## config.mk

```make
export PLATFORM = sky130hd
export DESIGN_NAME = text_to_integer_parser
export DESIGN_NICKNAME = d
export VERILOG_FILES = /design/src/hw/rtl/ttip_pkg.sv /design/src/hw/rtl/ttip_step.sv /design/src/hw/rtl/text_to_integer_parser.sv
export SDC_FILE = /design/constraint.sdc
export NUM_CORES = 2
export LEC_CHECK = 0
export BUFFER_PORTS_ARGS = -buffer_cell sky130_fd_sc_hd__buf_2
export CAP_MARGIN = 15
export CORE_UTILIZATION = 32
export DETAILED_ROUTE_END_ITERATION = 7
export PLACE_DENSITY_LB_ADDON = 0.3
export SLEW_MARGIN = 0
export SYNTH_ARGS = -nofsm -noshare
export SYNTH_HDL_FRONTEND = slang
export SYNTH_SLANG_ARGS = --single-unit
export TNS_END_PERCENT = 1
```

## constraint.sdc

```tcl
create_clock -name clk_i -period 20.5 [get_ports clk_i]
set_input_delay 2.05 -clock clk_i [delete_from_list [all_inputs] [get_ports clk_i]]
set_output_delay 2.05 -clock clk_i [all_outputs]
set_load 0.005 [all_outputs]
```

## src/hw/rtl/ttip_pkg.sv

```systemverilog
package ttip_pkg;

  localparam int unsigned BASE_W      = 6;
  localparam int unsigned DIGIT_W     = 7;
  localparam int unsigned END_POS_W   = 12;
  localparam int unsigned MAX_POS_DEF = 4095;

  localparam logic [BASE_W-1:0]  BASE_RESET = 6'd10;
  localparam logic [BASE_W-1:0]  BASE_DEC   = 6'd10;
  localparam logic [BASE_W-1:0]  BASE_OCT   = 6'd8;
  localparam logic [BASE_W-1:0]  BASE_HEX   = 6'd16;
  localparam logic [BASE_W-1:0]  BASE_MAX   = 6'd36;
  localparam logic [DIGIT_W-1:0] NO_DIGIT   = 7'd99;

  localparam logic [7:0] CH_ZERO  = 8'd48;
  localparam logic [7:0] CH_MINUS = 8'd45;
  localparam logic [7:0] CH_X     = 8'd120;
  localparam logic [7:0] CH_SPACE = 8'd32;

  localparam logic [63:0] POS_LIMIT = 64'h7fff_ffff_ffff_ffff;
  localparam logic [63:0] NEG_LIMIT = 64'h8000_0000_0000_0000;

  typedef enum logic [5:0] {
    PH_IDLE   = 6'b000001,
    PH_SPACE  = 6'b000010,
    PH_PREFIX = 6'b000100,
    PH_ZERO   = 6'b001000,
    PH_DIGITS = 6'b010000,
    PH_DONE   = 6'b100000
  } phase_e;

  typedef struct packed {
    logic [7:0] ch;
    logic       first;
    logic       last;
  } in_item_t;

  typedef struct packed {
    logic signed [63:0]    value;
    logic                  saturated;
    logic [END_POS_W-1:0]  end_pos;
  } out_item_t;

  typedef struct packed {
    phase_e             phase;
    logic [63:0]        magnitude;
    logic               negative;
    logic [BASE_W-1:0]  active_base;
    logic               overflowed;
  } parse_state_t;

  typedef struct packed {
    logic consume;
    logic done;
  } step_ctrl_t;

  function automatic logic [DIGIT_W-1:0] digit_of(input logic [7:0] c);
    logic [7:0] d;
    d = 8'd0;
    if (c inside {[8'd48:8'd57]}) begin
      d = c - 8'd48;
    end else if (c inside {[8'd97:8'd122]}) begin
      d = c - 8'd87;
    end else if (c inside {[8'd65:8'd90]}) begin
      d = c - 8'd55;
    end else begin
      d = {1'b0, NO_DIGIT};
    end
    return d[DIGIT_W-1:0];
  endfunction

endpackage

```

## src/hw/rtl/ttip_step.sv

```systemverilog
module ttip_step
  import ttip_pkg::*;
(
  input  parse_state_t       state_i,
  input  in_item_t           item_i,
  input  logic [BASE_W-1:0]  base_sel_i,
  output parse_state_t       state_o,
  output step_ctrl_t         ctrl_o,
  output logic signed [63:0] value_o,
  output logic               saturated_o
);

  parse_state_t       st;
  logic               stop;
  logic [7:0]         c;
  logic [DIGIT_W-1:0] d;
  logic [69:0]        acc;
  logic [69:0]        limit;

  assign c = item_i.ch;
  assign d = digit_of(c);

  always_comb begin
    st             = state_i;
    stop           = 1'b0;
    ctrl_o.consume = 1'b0;
    ctrl_o.done    = 1'b0;
    acc            = 70'd0;
    limit          = 70'd0;

    // restart: drop any string in progress
    if (item_i.first) begin
      st.phase       = PH_SPACE;
      st.magnitude   = 64'd0;
      st.negative    = 1'b0;
      st.overflowed  = 1'b0;
      st.active_base = (base_sel_i > BASE_MAX) ? BASE_MAX : base_sel_i;
    end

    if (st.phase != PH_IDLE && st.phase != PH_DONE) begin
      if (st.phase == PH_SPACE) begin
        if (c inside {CH_SPACE, [8'd9:8'd13]}) begin
          ctrl_o.consume = 1'b1;
          stop           = 1'b1;
        end else begin
          st.phase = PH_PREFIX;
          if (c == CH_MINUS) begin
            st.negative    = 1'b1;
            ctrl_o.consume = 1'b1;
            stop           = 1'b1;
          end
        end
      end

      if (!stop && st.phase == PH_PREFIX) begin
        if (st.active_base == '0) begin
          if (c == CH_ZERO) begin
            ctrl_o.consume = 1'b1;
            st.phase       = PH_ZERO;
            stop           = 1'b1;
          end else begin
            st.active_base = BASE_DEC;
          end
        end
        if (!stop) begin
          st.phase = PH_DIGITS;
        end
      end else if (!stop && st.phase == PH_ZERO) begin
        st.phase = PH_DIGITS;
        if (c == CH_X) begin
          st.active_base = BASE_HEX;
          ctrl_o.consume = 1'b1;
          stop           = 1'b1;
        end else begin
          st.active_base = BASE_OCT;
        end
      end

      if (!stop && st.phase == PH_DIGITS) begin
        if (st.active_base == '0 || d >= DIGIT_W'(st.active_base)) begin
          ctrl_o.done = 1'b1;
        end else begin
          // exact test: mag * base + digit must not pass the signed limit
          acc   = 70'(st.magnitude) * 70'(st.active_base) + 70'(d);
          limit = st.negative ? 70'(NEG_LIMIT) : 70'(POS_LIMIT);
          if (!st.overflowed) begin
            if (acc > limit) begin
              st.overflowed = 1'b1;
            end else begin
              st.magnitude = acc[63:0];
            end
          end
          ctrl_o.consume = 1'b1;
        end
      end

      // last acts as if a terminator follows
      if (item_i.last) begin
        ctrl_o.done = 1'b1;
      end
      if (ctrl_o.done) begin
        st.phase = PH_DONE;
      end
    end
  end

  assign state_o     = st;
  assign saturated_o = st.overflowed;

  always_comb begin
    if (st.overflowed) begin
      value_o = st.negative ? NEG_LIMIT : POS_LIMIT;
    end else begin
      value_o = st.negative ? (64'd0 - st.magnitude) : st.magnitude;
    end
  end

endmodule

```

## src/hw/rtl/text_to_integer_parser.sv

```systemverilog
// Streaming text to integer converter, one item per cycle when not stalled.
// Input channel: in_valid_i / in_stall_o carry in_item_t (ch, first, last).
//   Set first on the opening character of a string; set last on its final
//   character to end the string as if a terminator followed.
// Output channel: out_valid_o / out_stall_i carry out_item_t with the signed
//   value, the saturation flag and the end offset. Each string gives at most
//   one result item, no later than its last character.
// Configuration: cfg_we_i writes cfg_wdata_i into the base register
//   (0 detects the base from the prefix). The base is taken when a string
//   starts; write it only while the block is idle.
// Path: the ending item passes the input register, then the parse step
//   into the result register.
// Throughput: 1 item per cycle while no result stalls. The critical path is
//   the 64 by 6 bit multiply-add and limit compare of the digit accumulator.
// Reset: clears the parser to idle, empties both registers, base to 10.
// Stall: a stalled result holds in the output register; the input register
//   then holds its item and in_stall_o rises until the result is taken.
module text_to_integer_parser
  import ttip_pkg::*;
#(
  parameter int unsigned MAX_POS = MAX_POS_DEF
) (
  input  logic              clk_i,
  input  logic              rst_ni,
  input  logic              cfg_we_i,
  input  logic [BASE_W-1:0] cfg_wdata_i,
  input  logic              in_valid_i,
  output logic              in_stall_o,
  input  in_item_t          in_item_i,
  output logic              out_valid_o,
  input  logic              out_stall_i,
  output out_item_t         out_item_o
);

  localparam int unsigned POS_W = $clog2(MAX_POS + 1);

  // base register
  logic [BASE_W-1:0] base_q;

  // input register
  logic     s1_valid_q, s1_valid_d;
  in_item_t s1_item_q;
  logic     s1_fire;
  logic     in_accept;

  // parser state
  parse_state_t     state_q, state_d;
  logic [POS_W-1:0] pos_q, pos_d;

  // step outputs
  step_ctrl_t         ctrl;
  logic signed [63:0] step_value;
  logic               step_sat;

  // result register
  logic      out_valid_q, out_valid_d;
  out_item_t out_item_q;

  logic [POS_W+END_POS_W-1:0] pos_ext;

  // advance the input item whenever the result slot is free or drains now
  assign s1_fire    = s1_valid_q && (!out_valid_q || !out_stall_i);
  assign in_stall_o = s1_valid_q && !s1_fire;
  assign in_accept  = in_valid_i && !in_stall_o;

  always_comb begin
    s1_valid_d = s1_valid_q;
    if (in_accept) begin
      s1_valid_d = 1'b1;
    end else if (s1_fire) begin
      s1_valid_d = 1'b0;
    end
  end

  always_ff @(posedge clk_i or negedge rst_ni) begin
    if (!rst_ni) begin
      base_q <= BASE_RESET;
    end else if (cfg_we_i) begin
      base_q <= cfg_wdata_i;
    end
  end

  always_ff @(posedge clk_i or negedge rst_ni) begin
    if (!rst_ni) begin
      s1_valid_q <= 1'b0;
    end else begin
      s1_valid_q <= s1_valid_d;
    end
  end

  // payload: hold while stalled
  always_ff @(posedge clk_i) begin
    if (in_accept) begin
      s1_item_q <= in_item_i;
    end
  end

  ttip_step u_step (
    .state_i     (state_q),
    .item_i      (s1_item_q),
    .base_sel_i  (base_q),
    .state_o     (state_d),
    .ctrl_o      (ctrl),
    .value_o     (step_value),
    .saturated_o (step_sat)
  );

  // character count: restart on first, saturate at MAX_POS
  always_comb begin
    pos_d = s1_item_q.first ? '0 : pos_q;
    if (ctrl.consume && pos_d < POS_W'(MAX_POS)) begin
      pos_d = pos_d + POS_W'(1);
    end
  end

  assign pos_ext = {{END_POS_W{1'b0}}, pos_d};

  always_ff @(posedge clk_i or negedge rst_ni) begin
    if (!rst_ni) begin
      state_q <= '{phase: PH_IDLE, magnitude: 64'd0, negative: 1'b0,
                   active_base: '0, overflowed: 1'b0};
      pos_q   <= '0;
    end else if (s1_fire) begin
      state_q <= state_d;
      pos_q   <= pos_d;
    end
  end

  // result slot: load on a finished string, drop once taken
  always_comb begin
    out_valid_d = out_valid_q;
    if (s1_fire && ctrl.done) begin
      out_valid_d = 1'b1;
    end else if (out_valid_q && !out_stall_i) begin
      out_valid_d = 1'b0;
    end
  end

  always_ff @(posedge clk_i or negedge rst_ni) begin
    if (!rst_ni) begin
      out_valid_q <= 1'b0;
    end else begin
      out_valid_q <= out_valid_d;
    end
  end

  always_ff @(posedge clk_i) begin
    if (s1_fire && ctrl.done) begin
      out_item_q.value     <= step_value;
      out_item_q.saturated <= step_sat;
      out_item_q.end_pos   <= pos_ext[END_POS_W-1:0];
    end
  end

  assign out_valid_o = out_valid_q;
  assign out_item_o  = out_item_q;

  // a clamped result is always one of the two limits
  a_sat_limit: assert property (@(posedge clk_i) disable iff (!rst_ni)
    out_valid_q && out_item_q.saturated |->
      (out_item_q.value == POS_LIMIT) || (out_item_q.value == NEG_LIMIT))
    else $error("saturated result is not a limit value");

  // a new result appears only after a parse step
  a_result_src: assert property (@(posedge clk_i) disable iff (!rst_ni)
    out_valid_q && !$past(out_valid_q) |-> $past(s1_fire))
    else $error("result appeared without a parse step");

  // an active string ends on its last character
  a_last_done: assert property (@(posedge clk_i) disable iff (!rst_ni)
    s1_fire && s1_item_q.last &&
      (s1_item_q.first || (state_q.phase != PH_IDLE && state_q.phase != PH_DONE))
      |=> out_valid_q)
    else $error("last character gave no result");

  // character count stays within its saturation point
  a_pos_range: assert property (@(posedge clk_i) disable iff (!rst_ni)
    pos_q <= POS_W'(MAX_POS))
    else $error("position beyond MAX_POS");

endmodule

```

==> Word level (Yosys, flattened, before mapping) <==
Index checks and enable logic that the tools add are counted.
{ "word_totals": {"regBits": 185, "out_inout_bits": 79, "inputBits": 21, "elab_cells": 138} }
{ "op_classes": {"n_lt_le_gt_ge": 12, "n_mul": 1, "n_reduce_logical": 27, "add_sub_neg": 6, "mux": 67, "n_eq_ne": 10} }
{ "ops": {"columns": ["cell", "n"], "rows": [
  ["2-to-1 mux 64 bit", 8],
  ["2-to-1 mux 78 bit", 2],
  ["2-to-1 mux 6 bit", 16],
  ["adder 70 x 7 -> 70 bit", 1],
  ["greater-than comparator 70 bit", 1],
  ["multiplier 64 x 6 -> 70 bit", 1],
  ["subtractor 1 x 64 -> 64 bit, first input constant", 1],
  ["2-to-1 mux 1 bit", 33],
  ["equality test 8 x 6 -> 1 bit, second input constant", 3],
  ["2-to-1 mux 12 bit", 2],
  ["2-to-1 mux 7 bit", 3],
  [">= comparator 8 x 7 -> 1 bit, second input constant", 2],
  ["less-or-equal comparator 8 x 7 -> 1 bit, second input constant", 2],
  ["logical AND 1 bit", 14],
  ["subtractor 7 x 6 -> 7 bit, second input constant", 2],
  ["adder 12 x 1 -> 12 bit, second input constant", 1],
  ["zero test 6 bit", 2],
  ["less-than comparator 12 bit, second input constant", 1],
  ["equality test 8 x 7 -> 1 bit, second input constant", 1],
  [">= comparator 8 x 4 -> 1 bit, second input constant", 1],
  [">= comparator 8 x 6 -> 1 bit, second input constant", 1],
  ["less-or-equal comparator 8 x 4 -> 1 bit, second input constant", 1],
  ["less-or-equal comparator 8 x 6 -> 1 bit, second input constant", 1],
  [">= comparator 7 x 6 -> 1 bit", 1],
  ["other kinds (13)", 22]
]} }

==> Depth between registers and ports, before layout <==
{ "logic_depth": {"word_depth": 23, "ltp_mapped": 57, "mapped_depth_nobuf": 49} }

==> Cells and area by module <==
Synthesis repeated with hierarchy kept, for this count alone.
{ "unflattened": {"hier_cells": 3487, "hier_area_um2": 27766.6} }
{ "modules_own_cells": {"columns": ["mod", "n_inst", "area_each_um2", "seq_area_each_um2", "cells_each"], "rows": [
  ["ttip_step", 1, 20833.7, 0.0, 2923],
  ["text_to_integer_parser", 1, 6932.9, 5068.6, 564]
]} }

==> Worst setup path after synthesis <==
Ideal clock, no wire load.
{ "synth_timing": {"path_kind": "flip-flop to flip-flop", "startpoint": "register s1_item_q[1] (netlist bit)", "endpoint": "register out_item_q (netlist bit out_item_o[67]) (data pin)", "t_required_ps": 20235, "setup_slack_ps": 8920, "arrival_ps": 11315, "stages_incl_launch_ff": 53, "period_less_slack_ps": 11580, "cell_sequence": "edfxtp_1 > buf_2 > clkbuf_1 > buf_1 > clkbuf_1 > buf_2 > buf_2 > o21ai_0 > a21oi_1 > clkbuf_1 > nand2_1 > fa_1 > fa_1 > inv_1 > fa_1 > inv_1 > fa_1 > inv_1 > [... 17 more ...] > and4_4 > and3_4 > buf_12 > buf_8 > buf_12 > buf_6 > buf_4 > nor2_1 > a21oi_1 > ha_1 > nand3_1 > or4_4 > mux2i_4 > nand2_2 > buf_4 > a2111oi_4 > mux2i_1 > o21ai_1"} }
{ "synth_between": {"elab_chain_len": 20} }
{ "synth_rtl": {"columns": ["element", "line_no", "source"], "rows": [
  ["from (decl)", "text_to_integer_parser.sv:42", "in_item_t s1_item_q;"],
  ["from (signal assigned)", "text_to_integer_parser.sv:94", "s1_item_q <= in_item_i;"],
  ["2-to-1 mux 78 bit (*)", "ttip_step.sv:32", "if (item_i.first) begin"],
  ["equality test 6 x 2 -> 1 bit / 2-to-1 mux 6 bit (equally long branches)", "ttip_step.sv:41, ttip_step.sv:42", null],
  ["2-to-1 mux 6 bit / 2-to-1 mux 1 bit (equally long branches)", "ttip_step.sv:41", "if (st.phase == PH_SPACE) begin"],
  ["2-to-1 mux 6 bit / 2-to-1 mux 1 bit (equally long branches)", "ttip_step.sv:40", "if (st.phase != PH_IDLE && st.phase != PH_DONE) begin"],
  ["equality test 6 x 4 -> 1 bit / zero test 1 bit (equally long branches)", "ttip_step.sv:68, ttip_step.sv:55", null],
  ["logical AND 1 bit", "ttip_step.sv:68", "end else if (!stop && st.phase == PH_ZERO) begin"],
  ["2-to-1 mux 6 bit", "ttip_step.sv:68", null],
  ["2-to-1 mux 6 bit", "ttip_step.sv:55", "if (!stop && st.phase == PH_PREFIX) begin"],
  ["[... 5 more ...]", null, null],
  ["2-to-1 mux 64 bit", "ttip_step.sv:86", "if (!st.overflowed) begin"],
  ["2-to-1 mux 64 bit", "ttip_step.sv:80", "if (st.active_base == '0 || d >= DIGIT_W'(st.active_base)) begin"],
  ["2-to-1 mux 64 bit", "ttip_step.sv:79", "if (!stop && st.phase == PH_DIGITS) begin"],
  ["2-to-1 mux 78 bit (*)", "ttip_step.sv:40", null],
  ["subtractor 1 x 64 -> 64 bit", "ttip_step.sv:114", "value_o = st.negative ? (64'd0 - st.magnitude) : st.magnitude;"],
  ["2-to-1 mux 64 bit", "ttip_step.sv:114", null],
  ["2-to-1 mux 64 bit (*)", "ttip_step.sv:111", "if (st.overflowed) begin"],
  ["net step_value[54]", "text_to_integer_parser.sv:52", "logic signed [63:0] step_value;"],
  ["to (decl)", "text_to_integer_parser.sv:57", "out_item_t out_item_q;"]
]} }
The timed path passes the listed nets; every way through them passes the cells marked *. The select of a mux whose other input is x is not followed.
A chain may end at the register's enable or synchronous reset.

==> Worst setup path after layout <==
{ "layout_timing": {"startpoint": "register s1_item_q[1] (netlist bit)", "endpoint": "register out_item_q (netlist bit out_item_o[71]) (data pin)"} }
The elaborated chain is that of the path after synthesis.

==> qor.csv <==
stage,metric,value,unit
status,status,completed,
grt,antenna violations before repair,1,
yosys,Synth Flop Type,dfrtp_1,
floorplanning,die height,289,µm
yosys,Ys Warns,0,
floorplanning,die width,289,µm
clock_tree,Clock Path Buffers,2,
grt,largest net degree at the start of global routing,104,
grt,total track usage,21.2,%
timing,Max Slew Vio Count,0,
yosys,number of flops mapped to enable cells by yosys,87,
timing,unrepaired setup endpoints after global routing,false,
run,max_cap viols,0,
timing,Rel. slew slack,28.6,%
critical_path,Worst setup SP type,flop,
floorplanning,die area,0.0838,mm²
critical_path,Critical Path AT,15.46,ns
yosys,syn_nets,3695,
clock_tree,CTS Hold Bufs,0,
timing,Hold Fails Final Rpt,0,
clock_tree,root buf cell,clkbuf_16,
grt,total grt overflow,0,
critical_path,crit end category,flop,
pwr,leakage,0.0138,µW
routing,1st-iter DRT viols,2347,
pwr,Peak VDD IR,54.8,µV
timing,final critical-path required period,15.23,ns
layout,NumNets Final,3670,
timing,final hold slack,0.480,ns
critical_path,Critical Path RT,20.73,ns
yosys,"Avg Cell Area, Syn",8.28,µm²
clock_tree,post-CTS setup buffers,0,
clock_tree,clk slew on worst S/H paths,0.09,ns
clock_tree,H-tree depth,4,
clock_tree,CTS buffer count,17,
routing,DRT Pass-1 Iters,6,
timing,skew final,0.0262,ns
routing,DRC violations left,0,
yosys,cells after synthesis,3195,
placement,Port Buffers,99,
grt,vias in the first global route,23000,
critical_path,critical path's largest stage delay,0.88,ns
yosys,synthesized cell area,0.0264,mm²
placement,hpwl dp,68800,µm
pwr,power per standard cell area,46.5,mW/mm²
routing,vias after detailed routing,23900,
critical_path,Crit Path Max Fanout,66,
timing,Worst-Margin Slew,1.07,ns
placement,Placer Congestion,0.989,
floorplanning,Core Rows,105,
critical_path,R2R Setup Slk,5.27,ns
clock_tree,CTS tree,built,
timing,fin crit share,74.3,%
routing,final wirelength,88900,µm
critical_path,critical path's slowest cell,o311ai_1,
layout,ratio of cells with drive above 1 in the final layout,7.67,%
critical_path,critical path class,flop to flop,
timing,Fin Setup TNS,0,ns
yosys,sequential-to-total area share from yosys stat,19.2,%
grt,global-route wire length before repair,138000,µm
floorplanning,num ports,100,
floorplanning,initial core utilization,32.3,%
clock_tree,Clock Sinks,185,
yosys,Yosys cell types,114,
clock_tree,clock latency on the worst-skew pair,0.48,ns
clock_tree,Resized Gates After CTS,0,
min_path,Hold Path Class,flop to flop,
timing,fmax,0.0657,GHz
layout,antenna fix cells,0,
floorplanning,core area,0.0820,mm²
routing,vias per cell,5.62,
yosys,Post-synth ARST share,53.0,%
layout,Layout area overhead,7.19,%
timing,final setup violation count,0,
routing,WL/cell,20.9,µm
routing,antenna-violating nets left,0,
yosys,register bit total from synthesis,185,
-- power breakdown --
| part | internal (µW) | total (µW) | switching (µW) |
|---|---|---|---|
| Sequential | 442 | 469 | 27.1 |
| Combinational | 138 | 491 | 352 |
| Clock | 175 | 359 | 185 |
-- stage by stage --
| stage | setup WS [ns] | utilization [%] | instance area (µm²) | std cells | power (µW) |
|---|---|---|---|---|---|
| after global placement | 5.91 | 33.9 | 27800 | 4221 | 959 |
| after global routing | 4.63 | 34.6 | 28300 | 4253 | 1380 |
| after floorplan | 8.92 | - | 26400 | 3195 | 781 |
| after CTS | 5.63 | 34.6 | 28300 | 4253 | 1320 |
| after detailed placement | 5.67 | 33.9 | 27800 | 4221 | 960 |
| final | 5.27 | 34.6 | 28300 | 4253 | 1320 |
-- Yosys cell counts (12+ instances only) --
master	n	share of area, %
a31oi_1	24	0.57
a211oi_1	21	0.60
a21oi_1	182	3.4
fa_1	253	19
clkbuf_1	126	1.8
a21o_1	64	1.8
o31ai_1	19	0.54
a22o_1	18	0.60
a22oi_1	22	0.62
o211ai_1	17	0.48
o21a_1	24	0.68
nand2_1	483	6.9
and3_1	25	0.59
nor2_1	405	5.7
nor2b_1	54	1.3
edfxtp_1	87	9.9
xor2_1	43	1.4
inv_1	217	3.1
and2_1	23	0.54
o21ai_1	23	0.44
or3_1	25	0.59
dfrtp_1	95	9.0
mux2i_1	30	1.1
nand2b_1	18	0.43
xnor2_1	42	1.4
nand4_1	57	1.3
ha_1	226	11
o21ai_0	181	3.4
buf_2	14	0.26
nand3_1	51	0.97
nor3_1	45	0.85
buf_1	21	0.30
and4_1	12	0.40
nor4_1	26	0.62
-- area by class of cell --
type | count | area [µm²]
tap | 1070 | 1340
inverter | 224 | 842
timing repair buffer | 132 | 746
clock inverter | 13 | 154
multi-input combinational | 2610 | 19800
fill | 8686 | 53600
clock buffer | 19 | 433
sequential | 185 | 5070
-- kinds of logic (layout without fill, tap and decap cells) --
kind of cell               Yosys count  after routing  share of synthesized area [%]
AOI/OAI and AO/OA                  711            711                           17.6
xor gates and xnor gates            85             85                           2.81
adders and majority gates          479            479                           29.8
buffers and inverters              400            388                           6.19
DFF                                185            185                           19.2
muxes                               43             43                           1.75
and+or+nand+nor                   1292           1292                           22.6
-- registers in the layout, summed over array words and instances (netlist names) --
register,count
base_q,6
out_item_o,77
out_valid_o,1
pos_q,12
s1_item_q,10
s1_valid_q,1
state_q,78
-- routing by layer --
metal	up-vias	track usage, %	part of all wire [%]
li1	11000	-	-
met1	11900	30.5	46
met2	923	33.4	45
met3	120	2.28	6.9
met4	0	6.21	2.5
met5	-	0	0
-- path summary, 6_finish.rpt --
path,from,to,depth (start not counted)
setup / recovery,s1_item_q[1],out_item_o[71],48
hold / removal,state_q[65],state_q[65],2
setup reg to reg,s1_item_q[1],out_item_o[71],48
hold reg to reg,state_q[65],state_q[65],2
max in group asynchronous,rst_ni,state_q[73],2
min in group asynchronous,rst_ni,state_q[25],1
-- layout by cell type, fill, tap and decap left out, drive strengths merged, types with 49 or more instances in the layout --
cell type  instances
inv              230
dfrtp             95
nand2            486
fa               253
ha               226
nor3              49
nor2b             54
nand3             53
buf              132
nand4             58
a21oi            185
edfxtp            87
o21ai            205
a21o              64
nor2             408
-- worst max-delay path: cells and delay by family, from the launching register on --
kind,cells,cell delay [ns]
AO/OA/AOI/OAI,13,3.22
flip-flops,1,0.77
buffers and inverters,7,2.14
multiplexers,1,0.29
AND/OR/NAND/NOR,19,5.09
XOR/XNOR,1,0.48
adder cells (fa/ha/maj),7,2.80
(Power assumes the default switching activity.)
